[src/hdl/longest_window_k_distinct_assert.svh]
// Assertion macros used by the longest-window back part.
`ifndef LONGEST_WINDOW_K_DISTINCT_ASSERT_SVH
`define LONGEST_WINDOW_K_DISTINCT_ASSERT_SVH

// A condition that must hold at every clock edge outside reset.
`define LWKD_HOLDS(label, cond, msg) \
  label: assert property (@(posedge clk) disable iff (rst) (cond)) else $error(msg);

// A condition that must hold in the cycle after the trigger.
`define LWKD_IMPLIES_NEXT(label, ante, cons, msg) \
  label: assert property (@(posedge clk) disable iff (rst) (ante) |=> (cons)) \
    else $error(msg);

`endif

[src/hdl/lwkd_pkg.sv]
// Shared constants, types and helpers of the longest-window block.
package lwkd_pkg;

  localparam int ALPHABET    = 26;
  localparam int MAX_LEN     = 1024;
  localparam int SYM_W       = 5;
  localparam int LIM_W       = 5;
  localparam int ADDR_W      = $clog2(MAX_LEN);
  localparam int POS_W       = ADDR_W + 1;
  localparam int OUT_W       = 11;
  localparam int IN_DATA_W   = 8;
  localparam int OUT_DATA_W  = 24;
  localparam int OUT_USER_W  = 2;
  localparam int QUEUE_DEPTH = 4;
  localparam int QPTR_W      = $clog2(QUEUE_DEPTH);

  localparam logic [LIM_W-1:0] LIMIT_RESET = LIM_W'(2);

  // One symbol as it waits between the front and back parts.
  typedef struct packed {
    logic [SYM_W-1:0] sym;
    logic             last;
    logic             drop;
  } item_t;

  typedef struct packed {
    logic [OUT_W-1:0] best_start;
    logic [OUT_W-1:0] best_length;
    logic             few_distinct;
    logic             too_long;
  } result_t;

  // Symbols beyond the alphabet fold onto its last entry.
  function automatic logic [SYM_W-1:0] clamp_symbol(input logic [SYM_W-1:0] s);
    logic [SYM_W-1:0] top_sym;
    top_sym = SYM_W'(ALPHABET - 1);
    return (s > top_sym) ? top_sym : s;
  endfunction

endpackage

[src/hdl/lwkd_queue.sv]
// Short request queue between the front and back parts.
module lwkd_queue (
  input  logic            clk,
  input  logic            rst,
  input  logic            push,
  input  lwkd_pkg::item_t push_item,
  output logic            full,
  input  logic            pop,
  output lwkd_pkg::item_t pop_item,
  output logic            not_empty
);
  import lwkd_pkg::*;

  item_t             slots [QUEUE_DEPTH];
  logic [QPTR_W-1:0] wr_ptr;
  logic [QPTR_W-1:0] rd_ptr;
  logic [QPTR_W:0]   count;
  logic              do_push;
  logic              do_pop;

  assign full      = (count == (QPTR_W+1)'(QUEUE_DEPTH));
  assign not_empty = (count != '0);
  assign do_push   = push && !full;
  assign do_pop    = pop && not_empty;
  assign pop_item  = slots[rd_ptr];

  always_ff @(posedge clk) begin
    if (do_push) begin
      slots[wr_ptr] <= push_item;
    end
  end

  always_ff @(posedge clk) begin
    if (rst) begin
      wr_ptr <= '0;
      rd_ptr <= '0;
      count  <= '0;
    end else begin
      if (do_push) begin
        wr_ptr <= wr_ptr + QPTR_W'(1);
      end
      if (do_pop) begin
        rd_ptr <= rd_ptr + QPTR_W'(1);
      end
      case ({do_push, do_pop})
        2'b10:   count <= count + (QPTR_W+1)'(1);
        2'b01:   count <= count - (QPTR_W+1)'(1);
        default: count <= count;
      endcase
    end
  end

endmodule

[config.mk]
export PLATFORM = sky130hd
export DESIGN_NAME = lwkd_queue
export DESIGN_NICKNAME = d
export VERILOG_FILES = /design/src/hdl/longest_window_k_distinct_assert.svh /design/src/hdl/lwkd_pkg.sv /design/src/hdl/lwkd_queue.sv
export SDC_FILE = /design/constraint.sdc
export NUM_CORES = 1
export LEC_CHECK = 0
export ABC_CLOCK_PERIOD_IN_PS = 3400
export BUFFER_PORTS_ARGS = -buffer_cell sky130_fd_sc_hd__buf_4
export CAP_MARGIN = 40
export CORE_MARGIN = 1.5
export CORE_UTILIZATION = 50
export CTS_CLUSTER_DIAMETER = 100
export CTS_CLUSTER_SIZE = 10
export DETAILED_ROUTE_END_ITERATION = 12
export PLACE_DENSITY = 0.81
export SLEW_MARGIN = 40
export SYNTH_ARGS = -nofsm -noshare
export SYNTH_HDL_FRONTEND = slang
export SYNTH_SLANG_ARGS = --single-unit
[constraint.sdc]
create_clock -name clk -period 3.4 [get_ports clk]
set_input_delay 0.68 -clock clk [delete_from_list [all_inputs] [get_ports clk]]
set_output_delay 0.68 -clock clk [all_outputs]
set_load 0.005 [all_outputs]
After elaboration in Yosys (flattened, before gate mapping)
Memories as Yosys holds them, arrays and structs flattened. A register that Yosys moved wholly into a read port is not among the register bits.
Index checks and enable logic that the tools add are counted.

word-level totals
  register bits after elaboration = 7
  latch bits = 0
  bits in writable memories = 28
  ROM bits = 0
  input bits = 11
  output and inout bits = 9
  word-level logic and storage cells = 21
  memories = 1

memory list
  name   depth  width  rd ports  clocked after memory_dff  wr ports  RTL line          text
  slots  4      7      1         1                         1         lwkd_queue.sv:14  item_t slots [QUEUE_DEPTH];

cells by class
  $add $sub $neg = 4
  $mul = 0
  div/mod/pow operators = 0
  magnitude comparators = 0
  eq/ne operators = 3
  shift operators = 0
  muxes and demuxes = 5
  bitwise logic cells = 0
  reduce and logical (&&, ||, !) cells = 5

operator list
  cell                                                                count
  3-bit case mux with 2 select lines                                  1
  2-bit by 1-bit adder with 2-bit output, second input constant       2
  2-bit 2-to-1 mux                                                    2
  3-bit by 1-bit adder with 3-bit output, second input constant       1
  3-bit == test, second input constant                                1
  3-bit nonzero test                                                  1
  3-bit by 1-bit subtractor with 3-bit output, second input constant  1
  2-bit by 1-bit == test with 1-bit output, second input constant     1
  2-bit == test, second input constant                                1
  1-bit logical AND                                                   2
  1-bit 2-to-1 mux                                                    2
  2-bit nonzero test                                                  1
  1-bit logical NOT                                                   1

Longest topological paths before layout
  word-level depth = 5
  depth in mapped cells = 9
  mapped depth without buffers = 9

Worst setup path before layout
OpenSTA, ideal clock, no wires.

  kind = input port to flip-flop
  start point = input push
  end point = register count[2]
  library setup time = 0.070 ns
  arrival = 1.982 ns
  required time = 3.330 ns
  slack = 1.348 ns
  stages on the path = 9
  path buffers = 0
  path through = inv_2 > nor2_2 > inv_1 > ha_1 > inv_1 > fa_1 > xor2_1 > or3_1 > a21oi_1

between the ends
  word-level cells in the longest chain between the ends = 3
  elaborated cells between the ends (all ways) = 5
  classes of those cells = eq/ne: 2; mux: 1; reduce/logical: 2

RTL lines
  element                                                                    RTL line          text
  start: declaration                                                         lwkd_queue.sv:5   input logic push,
  1-bit logical AND (*)                                                      lwkd_queue.sv:23  assign do_push = push && !full;
  2-bit by 1-bit == test with 1-bit output or 2-bit == test (tied branches)  lwkd_queue.sv:45  case ({do_push, do_pop})
  3-bit case mux with 2 select lines or 2-bit nonzero test (tied branches)   --
  end signal: assignment                                                     lwkd_queue.sv:46  2'b10: count <= count + (QPTR_W+1)'(1);
  end signal: assignment                                                     lwkd_queue.sv:47  2'b01: count <= count - (QPTR_W+1)'(1);
  end signal: assignment                                                     lwkd_queue.sv:48  default: count <= count;
  end: declaration                                                           lwkd_queue.sv:17  logic [QPTR_W:0] count;

Every way passes the cells marked *; elsewhere a longest branch is shown, timed or not.
A chain may end at the register's enable or synchronous reset.

==> flow_summary.ini <==
[clocking]
ctsHoldBuffers = 0
clk_pin_slew_worst_paths_ns = 0.10
worst_skew_pair.late_latency_ns = 0.33
cts_post_setup_buffers_inserted = 0
cts-resized-gates = 0
cts_root_buf = sky130_fd_sc_hd__clkbuf_4
h-tree-depth = 2
tritoncts = yes
cts_buf_count = 5
maximum_clock_insertion_buffer_count = 2
cts.sink_count = 37

[global_routing]
largest_net_degree_at_the_start_of_global_routing = 11
grt_pass1_vias = 777
global_route.usage.total_pct = 15.3
antenna_found_initial = 0
first_pass_grt_wire_length_microns = 3570
grt.overflow.total = 0

[sta]
max_clock_freq_mhz = 427
fin_worst_skew_ns = 0.0108
hold-worst-slack_ns = 0.521
finalSetupViolations = 0
final_hold_viol_count = 0
slew_violations = 0
layout_worst_path_cycle_share_pct = 68.9
setup_repair_after_global_routing_missed_its_margin = no
post-route-worst-setup-slack_ns = 1.06
final_period_minus_worst_setup_slack_ns = 2.34
slew_worst_pin_ns = 0.478
max_slew_margin_pct = 68.1
timing.setup.tns_ns = 0

[placed_design]
post_dp_cell_area_sq_um = 1660
post-place-cells = 136
hpwlAfterDp_microns = 1550
placer_congestion_estimate = 0.658
numPortBuffers = 19
place_ws_ns = 1.12

[power_and_ir_drop]
lkg_pwr_nw = 0.618
cellPowerDensity_nw_per_um2 = 655
vdd_drop_max_mv = 0.689
power_mw = 1.12

[synthesis]
synth.most_common_cell = sky130_fd_sc_hd__edfxtp_1
synth_top_flop_cell = sky130_fd_sc_hd__edfxtp_1
synth.top_cells.by_count = 28 x sky130_fd_sc_hd__edfxtp_1, 9 x sky130_fd_sc_hd__dfxtp_1, 7 x sky130_fd_sc_hd__mux4_2
synth_nets = 106
post-synth-top-area-fraction_pct = 56.6
postSynthCellCount = 89
synth_top_cells_by_area = sky130_fd_sc_hd__edfxtp_1 57%, sky130_fd_sc_hd__dfxtp_1 12%, sky130_fd_sc_hd__mux4_2 11%
unique_masters_post_synth = 22
synth_enable_flop_cells = 28
synth-seq-area-share_pct = 68.7
synth-seq-cells = 37
average_cell_area_after_synthesis_sq_um = 16.7
yosys_warnings = 0
netlist.top_cell.by_area = sky130_fd_sc_hd__edfxtp_1
post_synth_instance_area_sq_um = 1490
synth-async-reset-ratio_pct = 0

[detailed_routing]
antenna_violating_nets_left = 0
initialDrtViolationCount = 12
detailed_route_drc_error_count = 0
post_drt_via_cell_ratio = 5.38
route.vias.total = 775
totalWireLength_microns = 2230
post_drt_wl_per_cell_microns = 15.5
drtPass1Iterations = 4

[die]
die_height_microns = 57.5
top_level_ports = 20
fp-row-count = 19
floorplan.initialDensity_pct = 53.4
design.die.area_sq_um = 3310
fp.coreArea_sq_um = 2780
die_x_microns = 57.5

[cells_and_area]
post_route_cells_drive_above_1_share_pct = 31.0
flow.area_growth_from_synthesis_pct = 14.6
total_of_fill_cells_in_the_finished_design = 218
finalNetCount = 129
final-instance-count-excl-fill = 144
post-route-cell-area_sq_um = 1700
final_util_pct = 61.3
antenna_cells = 0

[worst_setup_path]
critical_path.max_fanout = 7
r2r-start = count[2]
worst_r2r_path_depth = 9
arrival_ns = 1.66
regToRegEndpoint = count[2]
critical_path_required_ns = 2.72
setup.worst_path.end = pop_item[6]
kind_of_launch_point_of_the_worst_setup_path = register
r2r_slack_ns = 1.18
worst-setup-path-type = reg2out
critPathCaptureType = primary output

[run_status]
outcome = finished clean

[flow_run]
max_cap_viol_count = 0

[worst_hold_path]
min_path_type = reg2reg
[sequential cells by signal (all words and copies together) (netlist names), named ones only]
register  flops
slots        28
count         3
rd_ptr        2
wr_ptr        2
[critical path: stages (launching register included)]
cell                      delay (ns)
sky130_fd_sc_hd__dfxtp_1        0.63
sky130_fd_sc_hd__mux4_2         0.57
sky130_fd_sc_hd__buf_4          0.15
[cell type report]
class | instances | area, sq um | area share, %
multi-input combinational | 42 | 427 | 25.0
clock buffer | 8 | 48.8 | 2.86
timing repair buffer | 19 | 143 | 8.37
sequential | 37 | 1020 | 59.9
inverter | 7 | 26.3 | 1.54
tap | 31 | 38.8 | 2.28
[power breakdown]
part	leakage, nW	internal (mW)	switching (mW)
registers	0.331	0.547	0.0589
logic	0.261	0.182	0.118
clock network	0.0265	0.0824	0.127
total	0.618	0.812	0.304
[placed cells by master (no fill, tap or decap)]
cell type / instances
sky130_fd_sc_hd__nor2_1: 6
sky130_fd_sc_hd__xor2_1: 3
sky130_fd_sc_hd__mux4_2: 7
sky130_fd_sc_hd__mux2i_1: 1
sky130_fd_sc_hd__clkbuf_4: 5
sky130_fd_sc_hd__nor3b_2: 1
sky130_fd_sc_hd__edfxtp_1: 28
sky130_fd_sc_hd__inv_1: 6
sky130_fd_sc_hd__ha_1: 5
sky130_fd_sc_hd__inv_2: 1
sky130_fd_sc_hd__fa_1: 1
sky130_fd_sc_hd__nand2b_1: 2
sky130_fd_sc_hd__o311ai_1: 1
sky130_fd_sc_hd__a21oi_1: 3
sky130_fd_sc_hd__nor2_2: 1
sky130_fd_sc_hd__o21ai_0: 2
sky130_fd_sc_hd__xnor2_1: 1
sky130_fd_sc_hd__buf_4: 19
sky130_fd_sc_hd__clkbuf_1: 3
sky130_fd_sc_hd__and2_1: 4
sky130_fd_sc_hd__o31a_2: 1
sky130_fd_sc_hd__or3_1: 3
sky130_fd_sc_hd__dfxtp_1: 9
[worst min path at each step]
stage / start / to / cells after the start
2_1_floorplan: wr_ptr[1] / wr_ptr[1] / 2
3_3_place_gp: wr_ptr[1] / wr_ptr[1] / 2
3_5_place_dp: wr_ptr[1] / wr_ptr[1] / 2
4_1_cts: wr_ptr[1] / wr_ptr[1] / 2
5_1_grt: push_item[6] / slots[2][6] / 1
6_report: wr_ptr[1] / wr_ptr[1] / 2
[cell families after synthesis]
family                   share of synthesized area [%]
AO/OA/AOI/OAI                                     2.95
XOR/XNOR                                          2.36
adder cells (fa/ha/maj)                           5.56
buffers and inverters                             2.61
flip-flops                                        68.7
multiplexers                                      11.3
AND/OR/NAND/NOR                                   6.57
[layer usage]
layer	GRT usage, %	part of all wire (%)
met5	0	0
met4	5.98	1.4
met3	7.03	7.5
met2	24.0	52
met1	18.5	39
Note: power is estimated with default switching activity, not from simulation.
