<file path="src/hdl/longest_window_k_distinct_assert.svh">
// Assertion macros used by the longest-window back part.
`ifndef LONGEST_WINDOW_K_DISTINCT_ASSERT_SVH
`define LONGEST_WINDOW_K_DISTINCT_ASSERT_SVH

// A condition that must hold at every clock edge outside reset.
`define LWKD_HOLDS(label, cond, msg) \
  label: assert property (@(posedge clk) disable iff (rst) (cond)) else $error(msg);

// A condition that must hold in the cycle after the trigger.
`define LWKD_IMPLIES_NEXT(label, ante, cons, msg) \
  label: assert property (@(posedge clk) disable iff (rst) (ante) |=> (cons)) \
    else $error(msg);

`endif

</file>
<file path="src/hdl/lwkd_pkg.sv">
// Shared constants, types and helpers of the longest-window block.
package lwkd_pkg;

  localparam int ALPHABET    = 26;
  localparam int MAX_LEN     = 1024;
  localparam int SYM_W       = 5;
  localparam int LIM_W       = 5;
  localparam int ADDR_W      = $clog2(MAX_LEN);
  localparam int POS_W       = ADDR_W + 1;
  localparam int OUT_W       = 11;
  localparam int IN_DATA_W   = 8;
  localparam int OUT_DATA_W  = 24;
  localparam int OUT_USER_W  = 2;
  localparam int QUEUE_DEPTH = 4;
  localparam int QPTR_W      = $clog2(QUEUE_DEPTH);

  localparam logic [LIM_W-1:0] LIMIT_RESET = LIM_W'(2);

  // One symbol as it waits between the front and back parts.
  typedef struct packed {
    logic [SYM_W-1:0] sym;
    logic             last;
    logic             drop;
  } item_t;

  typedef struct packed {
    logic [OUT_W-1:0] best_start;
    logic [OUT_W-1:0] best_length;
    logic             few_distinct;
    logic             too_long;
  } result_t;

  // Symbols beyond the alphabet fold onto its last entry.
  function automatic logic [SYM_W-1:0] clamp_symbol(input logic [SYM_W-1:0] s);
    logic [SYM_W-1:0] top_sym;
    top_sym = SYM_W'(ALPHABET - 1);
    return (s > top_sym) ? top_sym : s;
  endfunction

endpackage

</file>
<file path="src/hdl/lwkd_front.sv">
// Front part: accepts symbols, clamps them and marks symbols past the capacity.
module lwkd_front (
  input  logic                             clk,
  input  logic                             rst,
  input  logic                             s_axis_tvalid,
  output logic                             s_axis_tready,
  input  logic [lwkd_pkg::IN_DATA_W-1:0]   s_axis_tdata,  // [4:0] symbol
  input  logic                             s_axis_tlast,  // last_symbol
  output logic                             push,
  output lwkd_pkg::item_t                  push_item,
  input  logic                             q_full
);
  import lwkd_pkg::*;

  logic [POS_W-1:0] str_count;
  logic             accept;
  logic             drop;

  assign s_axis_tready = !q_full;
  assign accept        = s_axis_tvalid && !q_full;
  assign drop          = (str_count == POS_W'(MAX_LEN));

  assign push           = accept;
  assign push_item.sym  = clamp_symbol(s_axis_tdata[SYM_W-1:0]);
  assign push_item.last = s_axis_tlast;
  assign push_item.drop = drop;

  // Symbols seen in the current string, saturating at the capacity.
  always_ff @(posedge clk) begin
    if (rst) begin
      str_count <= '0;
    end else if (accept) begin
      if (s_axis_tlast) begin
        str_count <= '0;
      end else if (!drop) begin
        str_count <= str_count + POS_W'(1);
      end
    end
  end

endmodule

</file>
<file path="config.mk">
export PLATFORM = sky130hd
export DESIGN_NAME = lwkd_front
export DESIGN_NICKNAME = d
export VERILOG_FILES = /design/src/hdl/longest_window_k_distinct_assert.svh /design/src/hdl/lwkd_pkg.sv /design/src/hdl/lwkd_front.sv
export SDC_FILE = /design/constraint.sdc
export NUM_CORES = 1
export LEC_CHECK = 0
export BUFFER_PORTS_ARGS = -buffer_cell sky130_fd_sc_hd__buf_2
export CORE_MARGIN = 5
export CORE_UTILIZATION = 30
export DETAILED_ROUTE_END_ITERATION = 8
export PLACE_DENSITY = 0.62
export SLEW_MARGIN = 20
export SYNTH_ARGS = -nofsm -noshare
export SYNTH_HDL_FRONTEND = slang
export SYNTH_SLANG_ARGS = --single-unit
</file>
<file path="constraint.sdc">
create_clock -name clk -period 3.57 [get_ports clk]
set_input_delay 0.1785 -clock clk [delete_from_list [all_inputs] [get_ports clk]]
set_output_delay 0.1785 -clock clk [all_outputs]
set_load 0.005 [all_outputs]
</file>
=== Yosys cells after proc, flatten, opt, wreduce, memory -nomap -nowiden ===
Cells that the tools add are included.

* Logic and storage cells: 11
* Flip-flop bits (word level): 11
* Input port bits: 13
* Output and inout bits: 9

* Reduce and logical (&&, ||, !) cells: 3
* Eq/ne operators: 2
* $add $sub $neg: 1
* Magnitude comparators: 1
* Multiplexer cells: 3

{| class="wikitable"
|+ Operator list
! kind !! number
|-
| 11-bit 2-to-1 mux || 2
|-
| 11-bit by 1-bit adder with 11-bit output (second input constant) || 1
|-
| 11-bit equality test (second input constant) || 1
|-
| 5-bit greater-than comparator (second input constant) || 1
|-
| 5-bit 2-to-1 mux || 1
|-
| 2-bit != test (second input constant) || 1
|-
| 2-bit AND reduction || 1
|-
| 1-bit logical AND || 1
|-
| 1-bit logical NOT || 1
|}

=== Depth between registers and ports, before layout ===
Gate-level depths: netlist of the first run.

* Depth after elaboration: 3
* Gate-level depth with buffers: 6
* Mapped depth without buffers: 6

=== Worst setup path before layout of the first run ===
OpenSTA, ideal clock, no wires.

* Kind: register to register
* Start: reg str_count[0]
* End: reg str_count[2]
* Cell stages (with the launch flop): 7
* Clock period less this slack: 1.646 ns
* Data required time: 3.441 ns
* Setup slack: 1.924 ns
* Setup time: 0.129 ns
* Arrival time: 1.517 ns
* Buffers on the path: 0
* Cells stage by stage: dfxtp_1 inv_1 ha_1 or4b_4 o31ai_2 a2bb2oi_1 nor2_1

* Word-level cells in the longest chain between the ends: 3
* Elaborated cells between the ends (all ways): 6
* Those cells by class: add/sub (1); eq/ne (2); mux (2); reduce/logical (1)

{| class="wikitable"
|+ RTL lines
! item !! line !! text
|-
| from (decl) || lwkd_front.sv:15 || <nowiki>logic [POS_W-1:0] str_count;</nowiki>
|-
| from (signal assigned) || lwkd_front.sv:36 || <nowiki>str_count <= str_count + POS_W'(1);</nowiki>
|-
| 11-bit by 1-bit adder with 11-bit output or 11-bit equality test (tied branches) || lwkd_front.sv:36, lwkd_front.sv:21 ||
|-
| 11-bit 2-to-1 mux or 2-bit != test (tied branches) || n/a ||
|-
| 11-bit 2-to-1 mux or 2-bit AND reduction (tied branches) || n/a ||
|}

Parallel ways exist; a longest one is shown, timed or not. The select of a mux whose other input is x is not followed.
A chain may end at the register's enable or synchronous reset.

==> summary.txt, run 1 <==
Routing
  • 1st-iter DRT viols: 22
  • First-pass iteration count of the detailed router: 4
  • Wire per inst: 12.83 um
  • Routed vias/inst: 5.437
  • Drt total wl: 1732 um
  • Detailed-route DRC error count: 0
  • Vias: 734
  • Remaining antenna violation count: 0

Place
  • Final estimated routing congestion in global placement: 0.7952
  • Total placed instance area: 814.5 um2
  • DP Cell Count: 131
  • Worst Setup Slack post-DPL: 1751 ps
  • Number of buffers added on ports: 18
  • Post-detailed-placement half-perimeter wirelength: 1278 um

Layout
  • FILL cells: 252
  • Seq. cell area: 220.2 um2
  • Layout Area Growth over Synthesis: 14.09%
  • Largest register FFs: 11
  • Number of cells in the finished layout apart from fillers: 135
  • Final net count: 121
  • Register name with the most flops: str_count
  • Final std cell area, no fill: 840.8 um2
  • Share of post-route cells with drive strength above 1: 29.52%
  • Largest registers in the final layout: str_count x11
  • Number of antenna cells inserted: 0
  • Area of the multi-input gates: 447.9 um2

GRT
  • Total track usage: 10.68%
  • Global-route wire length before repair: 2856 um
  • Residual overflow from global routing: 0
  • Largest net degree at the start of global routing: 14
  • Number of antenna violations at the first check in global routing: 0
  • Number of global-route vias before repair: 685

Floorplan
  • Rows: 18
  • Number of top-level design ports: 22
  • Die width: 59.57 um
  • Die outline area: 3548 um2
  • Initial cell density of the core: 30.58%
  • Total core area: 2410 um2
  • Height of the chip: 59.57 um

Clock network
  • Clock tree from TritonCTS: built
  • Post_cts resized: 0
  • Number of clock buffers inserted by TritonCTS: 3
  • Count of hold-fix buffers inserted at cts: 0
  • Buffer cell driving the clock tree root: sky130_fd_sc_hd__clkbuf_4
  • Clock transition at the registers of the reported paths: 80 ps
  • Clock insertion delay at the later pin of the skew report: 280 ps
  • Post-CTS setup repair buffer count: 0
  • Clk buf depth: 2
  • Level count of the clock H-tree: 1
  • Clock Sinks: 11

Logic synthesis
  • Post-Synthesis Cells: 93
  • Post-synthesis sequential area ratio: 29.88%
  • Synth Net Count: 108
  • Warnings from Yosys: 0
  • Distinct cell type count of the synthesized netlist: 33
  • Cell Area, Synth: 737.0 um2
  • Avg Synthesized Cell Area: 7.924 um2
  • Flops & latches, synth: 11

Pwr
  • Power Dens Cells: 292.2 nW/um2
  • Overall power of the completed layout: 0.2457 mW
  • Total leakage power: 0.3371 nW
  • Worst-case vdd ir drop: 0.1941 mV

Worst setup path
  • Critical Path End Type: output port
  • Worst-path maximum fanout: 6
  • Startpoint type of the worst setup path: flip-flop
  • Slowest cell on crit path: sky130_fd_sc_hd__or4b_4
  • Worst Path Arrival: 1760 ps
  • Worst path cell trace: inv_1, ha_1, or4b_4, nor3_2, buf_2
  • Startpoint-to-endpoint class of the critical path: flip-flop to output port
  • Required time at the endpoint of the critical path: 3390 ps
  • Category of cells accounting for the largest share of critical-path delay: simple AND/OR/NAND/NOR gates
  • Buffers plus inverters on the worst setup path: 2
  • Maximum cell stage delay along the critical path: 480 ps

Timing
  • Setup repair after global routing missed its margin: false
  • Post-route minimum period: 1938 ps
  • Clock tree skew after final layout: 7.977 ps
  • Final count of hold timing violations: 0
  • Final Slew Violations: 0
  • Ratio of final minimum period to clock period: 54.28%
  • Setup Viol. Count Final: 0
  • Worst-Margin Slew: 352.7 ps
  • Worst rel slew slack: 76.45%
  • Final setup margin: 1632 ps
  • Total negative setup slack: 0 ps
  • Highest clock rate: 0.5161 GHz

Outcome
  • Run status: complete, no violations

Hold path
  • Type of the worst min-delay path: primary input to flip-flop

Flow run
  • Number of max-capacitance violations reported: 0
[where the power goes]
part           switching (mW)  internal [mW]
clock network          0.0470         0.0433
logic                  0.0169         0.0141
registers             0.00105          0.123
[cell families (layout without fill, tap and decap cells)]
kind of cell | after synthesis | in the layout | synth area share (%)
fa+ha+maj | 2 | 2 | 3.395
buf+inv | 15 | 27 | 9.336
flops | 11 | 11 | 29.88
simple gates | 39 | 39 | 33.62
compound gates | 26 | 26 | 23.77
[cells in the mapped netlist]
| cell | instances | area share, % |
|---|---|---|
| sky130_fd_sc_hd__and2_1 | 2 | 1.7 |
| sky130_fd_sc_hd__nand3_1 | 2 | 1.4 |
| sky130_fd_sc_hd__and3_2 | 1 | 1.0 |
| sky130_fd_sc_hd__o32ai_2 | 1 | 2.2 |
| sky130_fd_sc_hd__o21ai_0 | 7 | 4.8 |
| sky130_fd_sc_hd__or3_1 | 4 | 3.4 |
| sky130_fd_sc_hd__clkbuf_1 | 4 | 2.0 |
| sky130_fd_sc_hd__a41oi_1 | 1 | 1.2 |
| sky130_fd_sc_hd__o31ai_2 | 2 | 3.4 |
| sky130_fd_sc_hd__inv_1 | 5 | 2.5 |
| sky130_fd_sc_hd__nor3_2 | 1 | 1.4 |
| sky130_fd_sc_hd__buf_4 | 2 | 2.0 |
| sky130_fd_sc_hd__nand3b_1 | 2 | 2.0 |
| sky130_fd_sc_hd__and3_1 | 1 | 0.85 |
| sky130_fd_sc_hd__nor2_1 | 7 | 3.6 |
| sky130_fd_sc_hd__clkbuf_2 | 1 | 0.68 |
| sky130_fd_sc_hd__nand4_1 | 5 | 4.2 |
| sky130_fd_sc_hd__or3b_1 | 1 | 1.2 |
| sky130_fd_sc_hd__ha_1 | 2 | 3.4 |
| sky130_fd_sc_hd__nor3b_1 | 2 | 2.0 |
| sky130_fd_sc_hd__and4_1 | 1 | 1.2 |
| sky130_fd_sc_hd__o21bai_1 | 1 | 1.0 |
| sky130_fd_sc_hd__a21oi_1 | 8 | 5.4 |
| sky130_fd_sc_hd__or4b_4 | 2 | 3.7 |
| sky130_fd_sc_hd__a2bb2oi_1 | 1 | 1.2 |
| sky130_fd_sc_hd__nand2b_1 | 2 | 1.7 |
| sky130_fd_sc_hd__dfxtp_1 | 11 | 30 |
| sky130_fd_sc_hd__nand2_1 | 4 | 2.0 |
| sky130_fd_sc_hd__and4_2 | 1 | 1.4 |
| sky130_fd_sc_hd__a21oi_2 | 1 | 1.2 |
| sky130_fd_sc_hd__a31oi_1 | 4 | 3.4 |
| sky130_fd_sc_hd__or2_2 | 1 | 0.85 |
| sky130_fd_sc_hd__buf_2 | 3 | 2.0 |
[layout make-up]
class | instances | share of cell area (%)
multi-input combinational | 67 | 53.27
sequential | 11 | 26.19
timing repair buffer | 18 | 10.71
tap | 30 | 4.464
clock buffer | 4 | 3.125
inverter | 5 | 2.232
[per-stage QoR]
| stage | util (%) | hold WS [ps] |
|---|---|---|
| after floorplan | - | 295.7 |
| after global placement | 33.80 | 479.0 |
| after detailed placement | 33.80 | 500.1 |
| after CTS | 34.89 | 243.0 |
| after global routing | 34.89 | 264.3 |
| final | 34.89 | 236.5 |
[routing by layer]
| metal | vias up | wire, um | global-route usage [%] | part of all wire [%] |
|---|---|---|---|---|
| li1 | 361 | - | - | - |
| met1 | 347 | 732 | 11.33 | 42 |
| met2 | 21 | 848 | 19.19 | 49 |
| met3 | 5 | 106 | 1.961 | 6.1 |
| met4 | 0 | 45 | 6.646 | 2.6 |
| met5 | - | 0 | 0 | 0 |
[path summary, 6_finish.rpt]
kind                                                  from                         end  slack (ps)  depth (start not counted)
worst min register to register  str_count[10]$_SDFFE_PP0P_  str_count[10]$_SDFFE_PP0P_         530                          2
worst max-delay path             str_count[0]$_SDFFE_PP0P_                push_item[0]        1630                          5
worst max register to register   str_count[0]$_SDFFE_PP0P_   str_count[2]$_SDFFE_PP0P_        1740                          6
worst min-delay path                                   rst   str_count[2]$_SDFFE_PP0P_         240                          2
[placed cells by master (no fill, tap or decap), types with 2 or more instances in the layout]
| cell type | Yosys | final |
|---|---|---|
| sky130_fd_sc_hd__nand4_1 | 5 | 5 |
| sky130_fd_sc_hd__nand2_1 | 4 | 4 |
| sky130_fd_sc_hd__nor2_1 | 7 | 7 |
| sky130_fd_sc_hd__dfxtp_1 | 11 | 11 |
| sky130_fd_sc_hd__buf_2 | 3 | 18 |
| sky130_fd_sc_hd__clkbuf_4 | 0 | 3 |
| sky130_fd_sc_hd__o31ai_2 | 2 | 2 |
| sky130_fd_sc_hd__nand3_1 | 2 | 2 |
| sky130_fd_sc_hd__inv_1 | 5 | 5 |
| sky130_fd_sc_hd__nor3b_1 | 2 | 2 |
| sky130_fd_sc_hd__a21oi_1 | 8 | 8 |
| sky130_fd_sc_hd__or3_1 | 4 | 4 |
| sky130_fd_sc_hd__nand2b_1 | 2 | 2 |
| sky130_fd_sc_hd__ha_1 | 2 | 2 |
| sky130_fd_sc_hd__and2_1 | 2 | 2 |
| sky130_fd_sc_hd__nand3b_1 | 2 | 2 |
| sky130_fd_sc_hd__a31oi_1 | 4 | 4 |
| sky130_fd_sc_hd__o21ai_0 | 7 | 7 |
| sky130_fd_sc_hd__or4b_4 | 2 | 2 |
(Power assumes the default switching activity.)
==> run 2: changes to the inputs <==
- ABC_AREA: not set -> 1
- PLACE_DENSITY: 0.62 -> 0.61
- clock period: 3.57 -> 1.89 ns (I/O delays scaled with it)
==> run 2 against run 1 <==
Compared with the run above: non-clock buffer count up 1; via count up 18%; wire length up 18%; area after synthesis up 14%; final area up 13%; highest routed layer unchanged.
==> summary.txt, run 2 <==
Routing
  • Wire per inst: 11.27 um (-12%)
  • 1st-iter DRT viols: 28 (+27%)
  • Routed vias/inst: 4.801 (-12%)
  • First-pass iteration count of the detailed router: 4 (unchanged)
  • Vias: 869 (+18%)
  • Remaining antenna violation count: 0 (unchanged)
  • Detailed-route DRC error count: 0 (unchanged)
  • Drt total wl: 2039 um (+18%)

Logic synthesis
  • Post-synthesis sequential area ratio: 26.27% (-3.6 points)
  • Post-synthesis async set-or-reset flop share: 0% (unchanged)
  • Synth Net Count: 149 (+38%)
  • Most frequently used flop master after synthesis: sky130_fd_sc_hd__dfxtp_1
  • Fraction of post-synthesis cell area in the top cell type by area: 26.27% (-3.6 points)
  • Most repeated cell in the gate-level netlist after synthesis: sky130_fd_sc_hd__nand2_1
  • Avg Synthesized Cell Area: 6.256 um2 (-21%)
  • Distinct cell type count of the synthesized netlist: 23 (-30%)
  • Library cell with the largest summed area after synthesis: sky130_fd_sc_hd__dfxtp_1
  • Post-Synthesis Cells: 134 (+44%)
  • Leading post-synthesis cells by instance count: sky130_fd_sc_hd__nand2_1, sky130_fd_sc_hd__nor2_1, sky130_fd_sc_hd__nand3_1
  • Cell types occupying the most area after synthesis: sky130_fd_sc_hd__dfxtp_1, sky130_fd_sc_hd__nand2_1, sky130_fd_sc_hd__nand3_1
  • Flops & latches, synth: 11 (unchanged)
  • Post-synth EDFFs: 0 (unchanged)
  • Cell Area, Synth: 838.3 um2 (+14%)
  • Warnings from Yosys: 0 (unchanged)

Worst setup path
  • Critical Path End Type: flip-flop
  • Count of cells along the worst register-to-register path: 8 (+2)
  • Maximum cell stage delay along the critical path: 340 ps (-140 ps)
  • Required time at the endpoint of the critical path: 2100 ps (-1290 ps)
  • Worst setup slack for register-to-register paths: 260 ps (-1480 ps)
  • Start of the worst register-to-register path: str_count[0]$_SDFFE_PP0P_
  • Startpoint type of the worst setup path: flip-flop
  • Slowest cell on crit path: sky130_fd_sc_hd__dfxtp_1
  • Launch point of the critical path: str_count[0]$_SDFFE_PP0P_
  • Worst Path Arrival: 1830 ps (+70 ps)
  • Worst-path maximum fanout: 13 (+7)
  • FF-to-FF End: str_count[3]$_SDFFE_PP0P_
  • Worst path cell trace: inv_1, ha_1, nand2_1, nor2_2, nand3_2, nand2_2, nand2_1, a21oi_1
  • Dominant cell type by count on the critical path: sky130_fd_sc_hd__nand2_1
  • Startpoint-to-endpoint class of the critical path: flip-flop to flip-flop
  • Worst Setup EP: str_count[3]$_SDFFE_PP0P_

Timing
  • Worst rel slew slack: 61.82% (-15 points)
  • Clock tree skew after final layout: 4.928 ps (-3.048 ps)
  • Worst-Margin Slew: 572.1 ps (+219.4 ps)
  • Ratio of final minimum period to clock period: 86.00%
  • Worst Hold Slack: 87.85 ps (-148.7 ps)
  • Final setup margin: 264.6 ps (-1368 ps)
  • Setup Viol. Count Final: 0 (unchanged)
  • Setup repair after global routing missed its margin: false
  • Highest clock rate: 0.6152 GHz
  • Final Slew Violations: 0 (unchanged)
  • Post-route minimum period: 1625 ps
  • Total negative setup slack: 0 ps (unchanged)
  • Final count of hold timing violations: 0 (unchanged)

Clock network
  • Clock Sinks: 11 (unchanged)
  • Clock insertion delay at the later pin of the skew report: 270 ps (about the same)
  • Clk buf depth: 2 (unchanged)
  • Post-CTS setup repair buffer count: 0 (unchanged)
  • Count of hold-fix buffers inserted at cts: 0 (unchanged)
  • Number of clock buffers inserted by TritonCTS: 3 (unchanged)
  • Post_cts resized: 0 (unchanged)
  • Level count of the clock H-tree: 1 (unchanged)
  • Clock transition at the registers of the reported paths: 70 ps (about the same)
  • Clock tree from TritonCTS: built
  • Buffer cell driving the clock tree root: sky130_fd_sc_hd__clkbuf_4

Place
  • DP Cell Count: 177 (+35%)
  • Worst Setup Slack post-DPL: 291.3 ps (-1460 ps)
  • Post-detailed-placement half-perimeter wirelength: 1544 um (+21%)
  • Number of buffers added on ports: 18 (unchanged)
  • Total placed instance area: 924.6 um2 (+14%)
  • Final estimated routing congestion in global placement: 0.8690 (+9.3%)

GRT
  • Number of antenna violations at the first check in global routing: 0 (unchanged)
  • Residual overflow from global routing: 0 (unchanged)
  • Largest net degree at the start of global routing: 14 (unchanged)
  • Total track usage: 10.77% (+0.094 points)
  • Number of global-route vias before repair: 809 (+18%)
  • Global-route wire length before repair: 3539 um (+24%)

Layout
  • Final std cell area, no fill: 950.9 um2 (+13%)
  • Seq. cell area: 220.2 um2 (unchanged)
  • Number of antenna cells inserted: 0 (unchanged)
  • FILL cells: 322 (+28%)
  • Largest register FFs: 11 (unchanged)
  • Final core utilization: 35.09% (+0.20 points)
  • Number of cells in the finished layout apart from fillers: 181 (+34%)
  • Final net count: 166 (+37%)
  • Area of the multi-input gates: 508.0 um2 (+13%)
  • Layout Area Growth over Synthesis: 13.43%
  • Most common cell after layout, fill and taps aside: sky130_fd_sc_hd__nand2_1
  • Commonest non-fill, non-tap cells in the layout: sky130_fd_sc_hd__nand2_1, sky130_fd_sc_hd__nor2_1, sky130_fd_sc_hd__buf_2
  • Largest registers in the final layout: str_count x11
  • Share of post-route cells with drive strength above 1: 22.00% (-7.5 points)
  • Register name with the most flops: str_count

Pwr
  • Sw Share: 26.31% (-0.13 points)
  • Combinational Power Share: 13.4% (+0.8 points)
  • Cell-internal power: 0.3396 mW (+88%)
  • Overall power of the completed layout: 0.4608 mW (+88%)
  • Worst-case vdd ir drop: 0.3623 mV (+87%)
  • Power Dens Cells: 484.6 nW/um2 (+66%)
  • Fraction of power consumed by the clock network: 35.9% (-0.9 points)
  • Total leakage power: 0.4046 nW (+20%)
  • Sequential fraction of design power: 50.8% (+0.2 points)
  • Switching power: 0.1212 mW (+87%)

Hold path
  • Type of the worst min-delay path: primary input to flip-flop

Flow run
  • Number of max-capacitance violations reported: 0 (unchanged)

Floorplan
  • Rows: 19 (+1)
  • Initial cell density of the core: 30.93% (+0.35 points)
  • Number of top-level design ports: 22 (unchanged)
  • Height of the chip: 62.86 um (+5.5%)
  • Total core area: 2710 um2 (+12%)
  • Die width: 62.86 um (+5.5%)
  • Die outline area: 3951 um2 (+11%)

Outcome
  • Run status: complete, no violations
run 2: cell count changes after synthesis, moves of 4 or more:
cell                      before  now
sky130_fd_sc_hd__nor2_2        0    4
sky130_fd_sc_hd__o21ai_0       7    0
sky130_fd_sc_hd__a31oi_1       4    0
sky130_fd_sc_hd__inv_1         5   16
sky130_fd_sc_hd__or3_1         4    0
sky130_fd_sc_hd__nor2_1        7   19
sky130_fd_sc_hd__nand2_1       4   33
sky130_fd_sc_hd__nand3_1       2   17
run 2: worst max-delay path, delay by kind of cell, from the launching register on:
| kind | cells | cell delay (ps) |
|---|---|---|
| and+or+nand+nor | 5 | 830 |
| DFF | 1 | 340 |
| adders and majority gates | 1 | 170 |
| AOI/OAI and AO/OA | 1 | 140 |
| buffers and inverters | 1 | 90 |
run 2: power groups by stage:
| stage | Sequential [mW] | Clock, mW | Combinational, mW |
|---|---|---|---|
| 6_report | 0.234 | 0.165 | 0.0616 |
| 5_1_grt | 0.234 | 0.189 | 0.0695 |
| 4_1_cts | 0.234 | 0.174 | 0.0621 |
| 3_5_place_dp | 0.239 | 0 | 0.0619 |
| 3_3_place_gp | 0.239 | 0 | 0.0609 |
| 2_1_floorplan | 0.239 | 0 | 0.0338 |
run 2: cells by family after synthesis:
| logic type | Yosys count | synth area share (%) |
|---|---|---|
| DFF | 11 | 26.27 |
| buffers and inverters | 23 | 13.13 |
| xor gates and xnor gates | 1 | 1.045 |
| adders and majority gates | 2 | 2.985 |
| and+or+nand+nor | 84 | 45.67 |
| AOI/OAI and AO/OA | 13 | 10.90 |
run 2: worst min path at each step:
stage                                endpoint  from  cells after the start
floorplan           str_count[0]$_SDFFE_PP0P_   rst                      1
global placement    str_count[3]$_SDFFE_PP0P_   rst                      2
detailed placement  str_count[0]$_SDFFE_PP0P_   rst                      2
CTS                 str_count[4]$_SDFFE_PP0P_   rst                      2
global route        str_count[3]$_SDFFE_PP0P_   rst                      2
finish              str_count[4]$_SDFFE_PP0P_   rst                      2
run 2: area by class of cell:
| cell class | count | area share (%) |
|---|---|---|
| Timing Repair Buffer | 19 | 10.26 |
| Clock buffer | 4 | 2.763 |
| Tap cell | 31 | 4.079 |
| Inverter | 16 | 6.316 |
| Multi-Input combinational cell | 100 | 53.42 |
| Sequential cell | 11 | 23.16 |
run 2: routing by layer:
layer | wire [um] | GRT usage [%]
met3 | 133 | 4.137
met4 | 12 | 2.387
met2 | 900 | 17.56
met5 | 0 | 0
met1 | 991 | 13.30
